$ cat src/design/consistent_hash_ring_router_macros.svh
// assertion macros for the consistent hash ring router
// no dependencies; define NO_ASSERTIONS to compile the checks away
`ifndef CONSISTENT_HASH_RING_ROUTER_MACROS_SVH
`define CONSISTENT_HASH_RING_ROUTER_MACROS_SVH
`ifndef NO_ASSERTIONS
`define CHRR_ASSERT_IMP(label, clk, rst_n, ante, cons) \
	label: assert property (@(posedge clk) disable iff (!rst_n) (ante) |-> (cons)) \
		else $error("same-cycle check failed");
`define CHRR_ASSERT_NXT(label, clk, rst_n, ante, cons) \
	label: assert property (@(posedge clk) disable iff (!rst_n) (ante) |=> (cons)) \
		else $error("next-cycle check failed");
`else
`define CHRR_ASSERT_IMP(label, clk, rst_n, ante, cons)
`define CHRR_ASSERT_NXT(label, clk, rst_n, ante, cons)
`endif
`endif

$ cat src/design/chrr_pkg.sv
// constants and the djb2 fold step for the consistent hash ring router
// no dependencies
`default_nettype none
package chrr_pkg;
	localparam int HASH_W = 32;
	localparam int CHAR_W = 7;
	localparam logic [HASH_W-1:0] HASH_SEED = 32'd5381;
	localparam logic [CHAR_W-1:0] CHAR_SHARP = 7'h23;
	localparam logic [CHAR_W-1:0] CHAR_DIGIT0 = 7'h30;

	localparam int NODE_LIMIT_DEF = 16;
	localparam int VNODES_DEF = 3;
	localparam int RING_DEF = 360;

	// remainder unit: reciprocal multiply, then multiply back and subtract
	localparam int MOD_STEPS = 2;
	localparam int STEP_W = $clog2(MOD_STEPS);

	localparam logic KIND_LOOKUP = 1'b0;
	localparam logic KIND_ADD = 1'b1;

	localparam int NODE_INDEX_W = 4;
	localparam int KEY_POS_W = 9;

	function automatic logic [HASH_W-1:0] fold(input logic [HASH_W-1:0] h,
			input logic [HASH_W-1:0] c);
		return (h << 5) + h + c;
	endfunction
endpackage
`default_nettype wire

$ cat src/design/consistent_hash_ring_router.sv
// consistent hash ring router top level: djb2 hashing, vnode table, ring lookup
// depends on chrr_pkg, chrr_ram and consistent_hash_ring_router_macros.svh
//
//  channel   | handshake                 | words
//  ----------+---------------------------+------------------------------------------
//  input     | start high, busy low      | kind, char_byte, last
//  result    | done high for one cycle   | op_kind, success, node_index, key_position
//
// a byte without last leaves busy low; the block stays ready for the next
// after the last byte of a string the block is busy:
// lookup: the remainder steps, a read per stored vnode, then a drain; an empty table answers after the remainder
// add: a prep state, then a load and the remainder steps per vnode; a refused add answers at once
// the reciprocal remainder unit and the one-read ram scan set this
// no clearing pass after reset; the result side cannot stall
`default_nettype none
`include "consistent_hash_ring_router_macros.svh"
module consistent_hash_ring_router #(
	parameter int NODE_LIMIT = chrr_pkg::NODE_LIMIT_DEF,
	parameter int VNODES_PER_NODE = chrr_pkg::VNODES_DEF,
	parameter int RING_POSITIONS = chrr_pkg::RING_DEF
) (
	input  logic                              clk,
	input  logic                              arst_n,
	input  logic                              start,
	output logic                              busy,
	input  logic                              kind,
	input  logic [chrr_pkg::CHAR_W-1:0]       char_byte,
	input  logic                              last,
	output logic                              done,
	output logic                              op_kind,
	output logic                              success,
	output logic [chrr_pkg::NODE_INDEX_W-1:0] node_index,
	output logic [chrr_pkg::KEY_POS_W-1:0]    key_position
);
	localparam int SLOT_COUNT = NODE_LIMIT * VNODES_PER_NODE;
	localparam int SLOT_W = (SLOT_COUNT > 1) ? $clog2(SLOT_COUNT) : 1;
	localparam int CNT_W = $clog2(SLOT_COUNT + 1);
	localparam int NODE_W = $clog2(NODE_LIMIT + 1);
	localparam int IDX_W = (NODE_LIMIT > 1) ? $clog2(NODE_LIMIT) : 1;
	localparam int V_W = (VNODES_PER_NODE > 1) ? $clog2(VNODES_PER_NODE) : 1;
	localparam int POS_W = $clog2(RING_POSITIONS);
	localparam int PW1 = POS_W + 1;
	localparam int HW = chrr_pkg::HASH_W;
	localparam int NIW = chrr_pkg::NODE_INDEX_W;
	localparam int KPW = chrr_pkg::KEY_POS_W;
	localparam int MAG_W = HW + 1;
	localparam int MAG_SH = HW + POS_W;
	localparam int PROD_W = HW + MAG_W;
	localparam logic [PW1-1:0] MOD_M = PW1'(RING_POSITIONS);
	localparam logic [POS_W-1:0] MOD_LOW = POS_W'(RING_POSITIONS);
	// ceil(2^(HW+POS_W) / RING_POSITIONS), exact quotient for every hash value
	localparam logic [MAG_W-1:0] MOD_MAGIC = MAG_W'(((64'd1 << MAG_SH)
		+ 64'(RING_POSITIONS) - 64'd1) / 64'(RING_POSITIONS));
	localparam logic [chrr_pkg::STEP_W-1:0] STEP_LAST =
		chrr_pkg::STEP_W'(chrr_pkg::MOD_STEPS - 1);
	localparam logic [V_W-1:0] V_LAST = V_W'(VNODES_PER_NODE - 1);
	localparam logic [NODE_W-1:0] NODE_MAX = NODE_W'(NODE_LIMIT);

	localparam logic [2:0] S_IDLE  = 3'd0;
	localparam logic [2:0] S_PREP  = 3'd1;
	localparam logic [2:0] S_LOAD  = 3'd2;
	localparam logic [2:0] S_MOD   = 3'd3;
	localparam logic [2:0] S_SCAN  = 3'd4;
	localparam logic [2:0] S_DRAIN = 3'd5;

	logic [2:0]                   state_q;
	logic [HW-1:0]                hash_q;
	logic [HW-1:0]                sharp_q;
	logic [HW-1:0]                div_q;
	logic [POS_W-1:0]             quo_q;
	logic [chrr_pkg::STEP_W-1:0]  step_q;
	logic                         op_q;
	logic [NODE_W-1:0]            node_total_q;
	logic [CNT_W-1:0]             slot_next_q;
	logic [V_W-1:0]               vidx_q;
	logic [POS_W-1:0]             key_q;
	logic [CNT_W-1:0]             scan_addr_q;
	logic [IDX_W-1:0]             scan_node_q;
	logic [V_W-1:0]               scan_v_q;
	logic                         valid_s1;
	logic [IDX_W-1:0]             node_s1;
	logic                         valid_s2;
	logic [IDX_W-1:0]             node_s2;
	logic [PW1-1:0]               dist_s2;
	logic [PW1-1:0]               best_q;
	logic [IDX_W-1:0]             best_node_q;

	logic [HW-1:0]                hash_in;
	logic [PROD_W-1:0]            prod_c;
	logic [POS_W-1:0]             rem_next;
	logic [PW1-1:0]               dist_c;
	logic [PW1-1:0]               diff_c;
	logic [POS_W-1:0]             ram_rdata;
	logic                         ram_we;
	logic                         table_full;
	logic [IDX_W+NIW-1:0]         total_pad;
	logic [IDX_W+NIW-1:0]         best_pad;
	logic [POS_W+KPW-1:0]         rem_pad;
	logic [POS_W+KPW-1:0]         key_pad;

	assign busy = (state_q != S_IDLE);
	assign table_full = (node_total_q >= NODE_MAX);
	assign hash_in = (char_byte != '0)
		? chrr_pkg::fold(hash_q, HW'(char_byte)) : hash_q;
	assign total_pad = {{NIW{1'b0}}, node_total_q[IDX_W-1:0]};
	assign best_pad = {{NIW{1'b0}}, best_node_q};
	assign rem_pad = {{KPW{1'b0}}, rem_next};
	assign key_pad = {{KPW{1'b0}}, key_q};
	assign ram_we = (state_q == S_MOD) && (step_q == STEP_LAST) && (op_q == chrr_pkg::KIND_ADD);

	// quotient by reciprocal multiply, remainder from its low bits
	assign prod_c = {{MAG_W{1'b0}}, div_q} * {{HW{1'b0}}, MOD_MAGIC};
	assign rem_next = div_q[POS_W-1:0] - (quo_q * MOD_LOW);

	// clockwise distance from key to stored position
	always_comb begin
		diff_c = {1'b0, ram_rdata} - {1'b0, key_q};
		dist_c = diff_c[POS_W] ? (diff_c + MOD_M) : diff_c;
	end

	chrr_ram #(
		.WIDTH(POS_W),
		.DEPTH(SLOT_COUNT),
		.ADDR_W(SLOT_W)
	) u_pos_ram (
		.clk(clk),
		.we(ram_we),
		.waddr(slot_next_q[SLOT_W-1:0]),
		.wdata(rem_next),
		.raddr(scan_addr_q[SLOT_W-1:0]),
		.rdata(ram_rdata)
	);

	always_ff @(posedge clk or negedge arst_n) begin
		if (!arst_n) begin
			state_q <= S_IDLE;
			hash_q <= chrr_pkg::HASH_SEED;
			sharp_q <= '0;
			div_q <= '0;
			quo_q <= '0;
			step_q <= '0;
			op_q <= chrr_pkg::KIND_LOOKUP;
			node_total_q <= '0;
			slot_next_q <= '0;
			vidx_q <= '0;
			key_q <= '0;
			scan_addr_q <= '0;
			scan_node_q <= '0;
			scan_v_q <= '0;
			valid_s1 <= 1'b0;
			node_s1 <= '0;
			valid_s2 <= 1'b0;
			node_s2 <= '0;
			dist_s2 <= '0;
			best_q <= '0;
			best_node_q <= '0;
			done <= 1'b0;
			op_kind <= chrr_pkg::KIND_LOOKUP;
			success <= 1'b0;
			node_index <= '0;
			key_position <= '0;
		end else begin
			done <= 1'b0;
			valid_s1 <= 1'b0;
			valid_s2 <= valid_s1;
			node_s2 <= node_s1;
			dist_s2 <= dist_c;
			if (valid_s2 && (dist_s2 < best_q)) begin
				best_q <= dist_s2;
				best_node_q <= node_s2;
			end
			unique case (state_q)
				S_IDLE: begin
					if (start) begin
						if (!last) begin
							hash_q <= hash_in;
						end else if (kind == chrr_pkg::KIND_ADD) begin
							op_q <= chrr_pkg::KIND_ADD;
							if (table_full) begin
								done <= 1'b1;
								op_kind <= chrr_pkg::KIND_ADD;
								success <= 1'b0;
								node_index <= '0;
								key_position <= '0;
								hash_q <= chrr_pkg::HASH_SEED;
							end else begin
								hash_q <= hash_in;
								state_q <= S_PREP;
							end
						end else begin
							op_q <= chrr_pkg::KIND_LOOKUP;
							div_q <= hash_in;
							step_q <= '0;
							hash_q <= chrr_pkg::HASH_SEED;
							state_q <= S_MOD;
						end
					end
				end
				S_PREP: begin
					sharp_q <= chrr_pkg::fold(hash_q, HW'(chrr_pkg::CHAR_SHARP));
					hash_q <= chrr_pkg::HASH_SEED;
					vidx_q <= '0;
					state_q <= S_LOAD;
				end
				S_LOAD: begin
					div_q <= chrr_pkg::fold(sharp_q,
						HW'(chrr_pkg::CHAR_DIGIT0) + HW'(vidx_q));
					step_q <= '0;
					state_q <= S_MOD;
				end
				S_MOD: begin
					quo_q <= prod_c[MAG_SH +: POS_W];
					step_q <= step_q + 1'b1;
					if (step_q == STEP_LAST) begin
						if (op_q == chrr_pkg::KIND_ADD) begin
							slot_next_q <= slot_next_q + 1'b1;
							if (vidx_q == V_LAST) begin
								done <= 1'b1;
								op_kind <= chrr_pkg::KIND_ADD;
								success <= 1'b1;
								node_index <= total_pad[NIW-1:0];
								key_position <= '0;
								node_total_q <= node_total_q + 1'b1;
								state_q <= S_IDLE;
							end else begin
								vidx_q <= vidx_q + 1'b1;
								state_q <= S_LOAD;
							end
						end else begin
							key_q <= rem_next;
							if (node_total_q == '0) begin
								done <= 1'b1;
								op_kind <= chrr_pkg::KIND_LOOKUP;
								success <= 1'b0;
								node_index <= '0;
								key_position <= rem_pad[KPW-1:0];
								state_q <= S_IDLE;
							end else begin
								scan_addr_q <= '0;
								scan_node_q <= '0;
								scan_v_q <= '0;
								best_q <= MOD_M;
								best_node_q <= '0;
								state_q <= S_SCAN;
							end
						end
					end
				end
				S_SCAN: begin
					valid_s1 <= 1'b1;
					node_s1 <= scan_node_q;
					scan_addr_q <= scan_addr_q + 1'b1;
					if (scan_v_q == V_LAST) begin
						scan_v_q <= '0;
						scan_node_q <= scan_node_q + 1'b1;
					end else begin
						scan_v_q <= scan_v_q + 1'b1;
					end
					if ((scan_addr_q + 1'b1) == slot_next_q) begin
						state_q <= S_DRAIN;
					end
				end
				S_DRAIN: begin
					if (!valid_s1 && !valid_s2) begin
						done <= 1'b1;
						op_kind <= chrr_pkg::KIND_LOOKUP;
						success <= 1'b1;
						node_index <= best_pad[NIW-1:0];
						key_position <= key_pad[KPW-1:0];
						state_q <= S_IDLE;
					end
				end
				default: begin
					state_q <= S_IDLE;
				end
			endcase
		end
	end

	`CHRR_ASSERT_IMP(a_done_idle, clk, arst_n, done, !busy)
	`CHRR_ASSERT_IMP(a_total_bound, clk, arst_n, 1'b1, node_total_q <= NODE_MAX)
	`CHRR_ASSERT_IMP(a_add_count, clk, arst_n, done && op_kind && success, node_total_q == $past(node_total_q) + 1'b1)
	`CHRR_ASSERT_IMP(a_scan_read, clk, arst_n, valid_s1, state_q == S_SCAN || state_q == S_DRAIN)
	`CHRR_ASSERT_NXT(a_last_busy, clk, arst_n, start && !busy && last && !(kind && table_full), busy)
endmodule
`default_nettype wire

$ cat src/design/chrr_ram.sv
// generic single-write, single-read ram with registered read data
// no dependencies
`default_nettype none
module chrr_ram #(
	parameter int WIDTH = 9,
	parameter int DEPTH = 48,
	parameter int ADDR_W = (DEPTH > 1) ? $clog2(DEPTH) : 1
) (
	input  logic              clk,
	input  logic              we,
	input  logic [ADDR_W-1:0] waddr,
	input  logic [WIDTH-1:0]  wdata,
	input  logic [ADDR_W-1:0] raddr,
	output logic [WIDTH-1:0]  rdata
);
	logic [WIDTH-1:0] mem [DEPTH];

	always_ff @(posedge clk) begin
		if (we) begin
			mem[waddr] <= wdata;
		end
		rdata <= mem[raddr];
	end
endmodule
`default_nettype wire

$ cat config.mk
export PLATFORM = sky130hd
export DESIGN_NAME = consistent_hash_ring_router
export DESIGN_NICKNAME = d
export VERILOG_FILES = /design/src/design/chrr_pkg.sv /design/src/design/consistent_hash_ring_router.sv /design/src/design/chrr_ram.sv
export VERILOG_INCLUDE_DIRS = /design/src /design/src/design
export SDC_FILE = /design/constraint.sdc
export NUM_CORES = 2
export LEC_CHECK = 0
export BUFFER_PORTS_ARGS = -buffer_cell sky130_fd_sc_hd__buf_4
export CORE_AREA = 2 2 238 416
export CTS_BUF_LIST = sky130_fd_sc_hd__clkbuf_8
export DETAILED_ROUTE_END_ITERATION = 16
export DIE_AREA = 0 0 240 418
export GPL_ROUTABILITY_DRIVEN = 0
export PLACE_DENSITY_LB_ADDON = 0.12
export SYNTH_ARGS = -nofsm -noshare
export SYNTH_HDL_FRONTEND = slang
export SYNTH_SLANG_ARGS = --single-unit
$ cat constraint.sdc
create_clock -name clk -period 16.45 [get_ports clk]
set_input_delay 2.4675 -clock clk [delete_from_list [all_inputs] [get_ports clk]]
set_output_delay 2.4675 -clock clk [all_outputs]
set_load 0.005 [all_outputs]
# --- Yosys cells after proc, flatten, opt, wreduce, memory -nomap -nowiden ---
# Memories as Yosys holds them, arrays and structs flattened. A register that Yosys moved wholly into a read port is not among the register bits.
# Index checks and enable logic that the tools add are counted.
word_totals:
  mem_bits_rw: 432
  n_memories: 1
  register_bits: 194
  word_cells: 204
  out_inout_bits: 17
  inputBits: 12
op_classes:
  n_bitwise: 1
  n_reduce_logical: 28
  n_eq_ne: 24
  multipliers: 2
  n_lt_le_gt_ge: 2
  n_addsub: 16
  n_mux: 104
memory_table:
  columns: ["name", "depth", "word_bits", "rd", "rd_clocked_by_memory_dff", "write_ports", "line", "text"]
  rows:
  - ["u_pos_ram.mem", 48, 9, 1, 1, 1, "chrr_ram.sv:16", "logic [WIDTH-1:0] mem [DEPTH];"]
ops:
  columns: ["cell", "n"]
  rows:
  - ["$mux 32", 8]
  - ["$pmux 32 s2", 2]
  - ["$mux 9", 9]
  - ["$mux 4", 18]
  - ["$add 32x32->32", 2]
  - ["$add 32x7->32", 2]
  - ["$mux 10", 6]
  - ["$mul 32x33->50 const B", 1]
  - ["$add 32x6->32 const B", 1]
  - ["$mux 1", 30]
  - ["$mux 3", 9]
  - ["$pmux 9 s3", 1]
  - ["$ne 2x2->1 const B", 13]
  - ["$reduce_and 4->1", 5]
  - ["$mux 6", 3]
  - ["$pmux 3 s6", 1]
  - ["$mux 2", 8]
  - ["$add 6x1->6 const B", 2]
  - ["$pmux 1 s3", 4]
  - ["$pmux 4 s3", 1]
  - ["$pmux 6 s2", 1]
  - ["$add 10x9->10 const B", 1]
  - ["$lt 10x10->1", 1]
  - ["$sub 9x9->10", 1]
  - ["30 further kinds", 47]

# --- Longest topological paths before layout ---
logic_depth:
  depth_word: 8
  mapped_depth: 27
  mapped_depth_nobuf: 27

# --- Cells and area by module ---
# From an unflattened synthesis, not the netlist that was laid out.
hier_totals:
  hier_cells: 3495
  hier_area_um2: 41486.0
by_module_without_submodules:
  columns: ["module", "n_inst", "cells_per_inst", "area_per_inst_um2", "seq_area_each_um2"]
  rows:
  - ["consistent_hash_ring_router", 1, 2618, 24282.0, 4785.8]
  - ["chrr_ram", 1, 877, 17204.0, 13152.6]

# --- Least setup slack after synthesis ---
# Ideal clock, no wire load.
synth_path:
  path_type: "register to register"
  start: "register div_q[1]"
  end: "register quo_q[4]"
  t_required_ps: 16325
  n_path_buf: 0
  setup_ps: 125
  arrival_time_ps: 6928
  path_stages_with_launch: 25
  synth_period_minus_slack_ps: 7053
  slack_ps: 9397
  path_cell_list: "dfrtp_1 -> inv_1 -> fa_1 -> inv_1 -> ha_1 -> inv_1 -> fa_1 -> fa_1 -> inv_1 -> fa_1 -> fa_1 -> inv_1 -> fa_1 -> inv_1 -> ha_1 -> a21o_1 -> a21o_1 -> a21oi_1 -> o22ai_1 -> a221oi_1 -> o2111ai_1 -> a311oi_1 -> o21bai_1 -> xor2_1 -> mux2_2"
synth_between:
  elab_chain_cells: 1
synth_lines:
  columns: ["element", "line", "text"]
  rows:
  - ["start: declaration", "consistent_hash_ring_router.sv:69", "logic [HW-1:0] div_q;"]
  - ["start signal: assignment", "consistent_hash_ring_router.sv:192", "div_q <= hash_in;"]
  - ["start signal: assignment", "consistent_hash_ring_router.sv:206", "div_q <= chrr_pkg::fold(sharp_q,"]
  - ["$mul 32x33->50", "consistent_hash_ring_router.sv:112", "assign prod_c = {{MAG_W{1'b0}}, div_q} * {{HW{1'b0}}, MOD_MAGIC};"]
  - ["end signal: assignment", "consistent_hash_ring_router.sv:212", "quo_q <= prod_c[MAG_SH +: POS_W];"]
  - ["end: declaration", "consistent_hash_ring_router.sv:70", "logic [POS_W-1:0] quo_q;"]
# No other way between the ends.
# A chain may end at the register's enable or synchronous reset.

# --- Worst setup path after layout ---
layout_path:
  start: "register div_q[2]"
  end: "register quo_q[4]"
# Same word-level chain as after synthesis.

==> results.md <==
- Register area: 18000 um2
- Overflow after GRT: 0
- Hold Crit Start: node_s1[1]
- Startpoint Class: flop
- Critical path class: reg -> reg
- HPWL Detailed: just over 90 mm
- Final wirelength: around 120 mm
- Mapped cell area: ~41000 um2
- Fraction of layout instances using a drive strength above 1: 0.114
- Num rows: roughly 150
- Worst path arrival time: between 8 and 9 ns
- CTS tree: built
- Clk buf depth: 3
- Synthesis-stage register bit count: 632
- Rel. slew slack: 0.101
- All-Layer GR Usage: 0.244
- Clk slew on worst S/H paths: 0.07 ns
- FF-to-FF setup slack: between 8 and 9 ns
- Status: complete, no violations
- Avg Cell Area, Syn: ~12 um2
- Post-Syn Instances: ~3400
- CTS buffer count: 94
- Die Ht: about 420 um
- Routed len/inst: roughly 25 um
- Max Fclk: roughly 130 MHz
- Post-synth EDFFs: 432
- Hold path cells: 0
- Post-synth ARST share: 0.302
- Vias per Instance: between 5 and 6
- Worst Path Max Fanout: between 50 and 60
- Clock latency on the worst-skew pair: between 0.7 and 0.8 ns
- Initial core utilization: 0.429
- Count of different cell masters after synthesis: around 100
- Worst R2R Path Depth: 25
- DRT iter0 DRCs: roughly 1600
- Clk sinks: 632
- Post-CTS Setup Bufs: 0
- Final ANT Viol Nets: 0
- Met3 WL post-DR: approximately 3.5 mm
- Main flop type after synthesis: edfxtp_1
- Data required, critical path: ~17 ns
- Max-slew violation count: 0
- Core ar.: around 97000 um2
- Vias in the first global route: 29100
- First-pass DRT Iterations: 7
- Crit path capture type: flop
- Port Buffers: 28
- DRT met1 WL: between 40 and 50 mm
- Seq/Total Area, Yosys: 0.432
- Net Count, Synth: 4027
- Synthesis Warnings: 0
- Actual slew at the worst max-slew pin: ~1.3 ns
- CTS hold repair buffers: 0
- Setup tns final: 0 ns
- Tmin final: approximately 7.8 ns
- First-pass GRT wire length: 179 mm
- Clock root cell: clkbuf_8
- Area delta synth->final: 8.74%
- DIE WIDTH: between 200 and 250 um
- Hold Crit Endpoint: node_s2[1]
- Final-report setup violation count: 0
- R2r startpoint: div_q[2]
- Layout fillers: about 8900
- Net count reported at finish: approximately 4100
- Final Cycle Share: 0.473
- Die area: roughly 100000 um2
- Top Layer Used: met4
- Reg2Reg Capture Point: quo_q[4]
- Initial antenna violation count: 1
- Post-CTS resize count: 0
- Unrepaired setup endpoints after global routing: false
- Multi-input logic area: 21100 um2
- Via count: ~26000
- Clock skew: ~0.044 ns
- Maximum number of pins on one net before global-route repair: 91
- Ports: 29
- DRC Markers: 0
- HP Class: reg -> reg
- Maximum Capacitance Violations: 0
- H-Tree Depth: 3
- WL met2: ~65 mm
- Count of final hold-check violations: 0
critical path: stages (launching register included):
cell       delay, ns
dfrtp_2         0.99
ha_1            0.27
inv_1           0.05
fa_1            0.53
inv_1           0.07
ha_1            0.30
inv_1           0.06
fa_1            0.47
fa_1            0.54
inv_1           0.06
fa_1            0.47
fa_1            0.54
inv_1           0.05
fa_1            0.53
inv_1           0.04
ha_1            0.32
a21o_1          0.18
a21o_1          0.17
a21oi_1         0.17
o22ai_1         0.16
a221oi_1        0.46
o2111ai_1       0.18
a311oi_1        0.42
o21bai_1        0.15
xor2_1          0.16
mux2_2          0.27
cells in the final DEF, fill, tap and decap left out, drive strengths merged, types with 15 or more instances in the layout:
| master | instances |
|---|---|
| a31oi | 21 |
| a22o | 21 |
| edfxtp | 432 |
| ha | 363 |
| xnor2 | 95 |
| nand2 | 228 |
| and3 | 19 |
| a211oi | 15 |
| inv | 570 |
| nor2b | 16 |
| nand4 | 25 |
| a21oi | 108 |
| a21o | 67 |
| buf | 55 |
| nor2 | 177 |
| o21ai | 172 |
| nor3 | 22 |
| clkbuf | 105 |
| nand3 | 51 |
| dfrtp | 186 |
| nand2b | 21 |
| clkinv | 32 |
| xor2 | 63 |
| mux4 | 135 |
| mux2i | 27 |
| fa | 262 |
logic make-up (layout without fill, tap and decap cells):
kind of cell | after synthesis | count (layout) | synth area share
buffers and inverters | 648 | 771 | 0.0597
DFF | 632 | 632 | 0.432
adders and majority gates | 625 | 625 | 0.236
and+or+nand+nor | 625 | 625 | 0.0703
AOI/OAI and AO/OA | 532 | 532 | 0.0856
muxes | 170 | 170 | 0.0820
xor gates and xnor gates | 158 | 158 | 0.0341
other | 0 | 1 | 0
cell usage after synthesis, types with 9 or more instances:
cell | number | area share
fa_1 | 262 | 0.13
a211oi_1 | 14 | 0.0025
a21oi_1 | 102 | 0.012
ha_1 | 363 | 0.11
o21ai_0 | 165 | 0.020
buf_1 | 18 | 0.0016
nor2_1 | 177 | 0.016
edfxtp_1 | 432 | 0.31
clkbuf_1 | 70 | 0.0063
a22oi_1 | 10 | 0.0018
a31oi_1 | 20 | 0.0030
nand2b_1 | 21 | 0.0032
dfrtp_1 | 186 | 0.11
a21o_1 | 67 | 0.012
mux2i_1 | 27 | 0.0065
inv_1 | 537 | 0.049
nor3_1 | 21 | 0.0025
xor2_1 | 63 | 0.013
nor4_1 | 10 | 0.0015
nor2b_1 | 16 | 0.0024
mux4_2 | 135 | 0.073
xnor2_1 | 91 | 0.019
and3_1 | 19 | 0.0029
dfxtp_1 | 9 | 0.0043
o211ai_1 | 12 | 0.0022
a211o_1 | 9 | 0.0019
nand2_1 | 228 | 0.021
buf_2 | 17 | 0.0021
nand3_1 | 49 | 0.0059
nand4_1 | 25 | 0.0038
and2_1 | 13 | 0.0020
a22o_1 | 21 | 0.0044
metal layers:
layer	GRT usage	vias up
met5	0	-
met4	0.162	0
met3	0.0321	300
met2	0.461	620
met1	0.246	13500
li1	-	12000
how the worst max path moves through the flow:
stage	from	to	cells past startpoint
final	div_q[2]	quo_q[4]	25
after CTS	div_q[2]	quo_q[4]	25
after floorplan	div_q[1]	quo_q[4]	24
after detailed placement	div_q[2]	quo_q[4]	25
after global routing	div_q[2]	quo_q[4]	25
after global placement	div_q[2]	quo_q[4]	25
registers in the layout (all words and copies together) (netlist names), 9 cells and up:
register         cells
u_pos_ram.mem      432
div_q               32
hash_q              32
sharp_q             32
best_q              10
dist_s2             10
key_position         9
key_q                9
u_pos_ram.rdata      9
final cells by class:
type,instances,area share
antenna,1,0.0000555
timing repair buffer,56,0.00946
tap,1300,0.0361
inverter,539,0.0449
multi-input combinational,2110,0.469
sequential,632,0.398
clock inverter,72,0.0111
clock buffer,104,0.0317
through the flow:
stage | setup slack (ns) | area, um2 | std cells | hold slack [ns] | util
after floorplan | 9.40 | 41500 | 3390 | 0.354 | -
after global placement | 8.79 | 43200 | 4637 | 0.360 | 0.446
after detailed placement | 8.72 | 43200 | 4637 | 0.368 | 0.446
after CTS | 8.66 | 45100 | 4813 | 0.375 | 0.466
after global routing | 8.25 | 45100 | 4814 | 0.390 | 0.466
final | 8.67 | 45100 | 4814 | 0.375 | 0.466
Power is not shown: default switching activity piles up to over one toggle a cycle in this logic, so the estimate is an artifact.
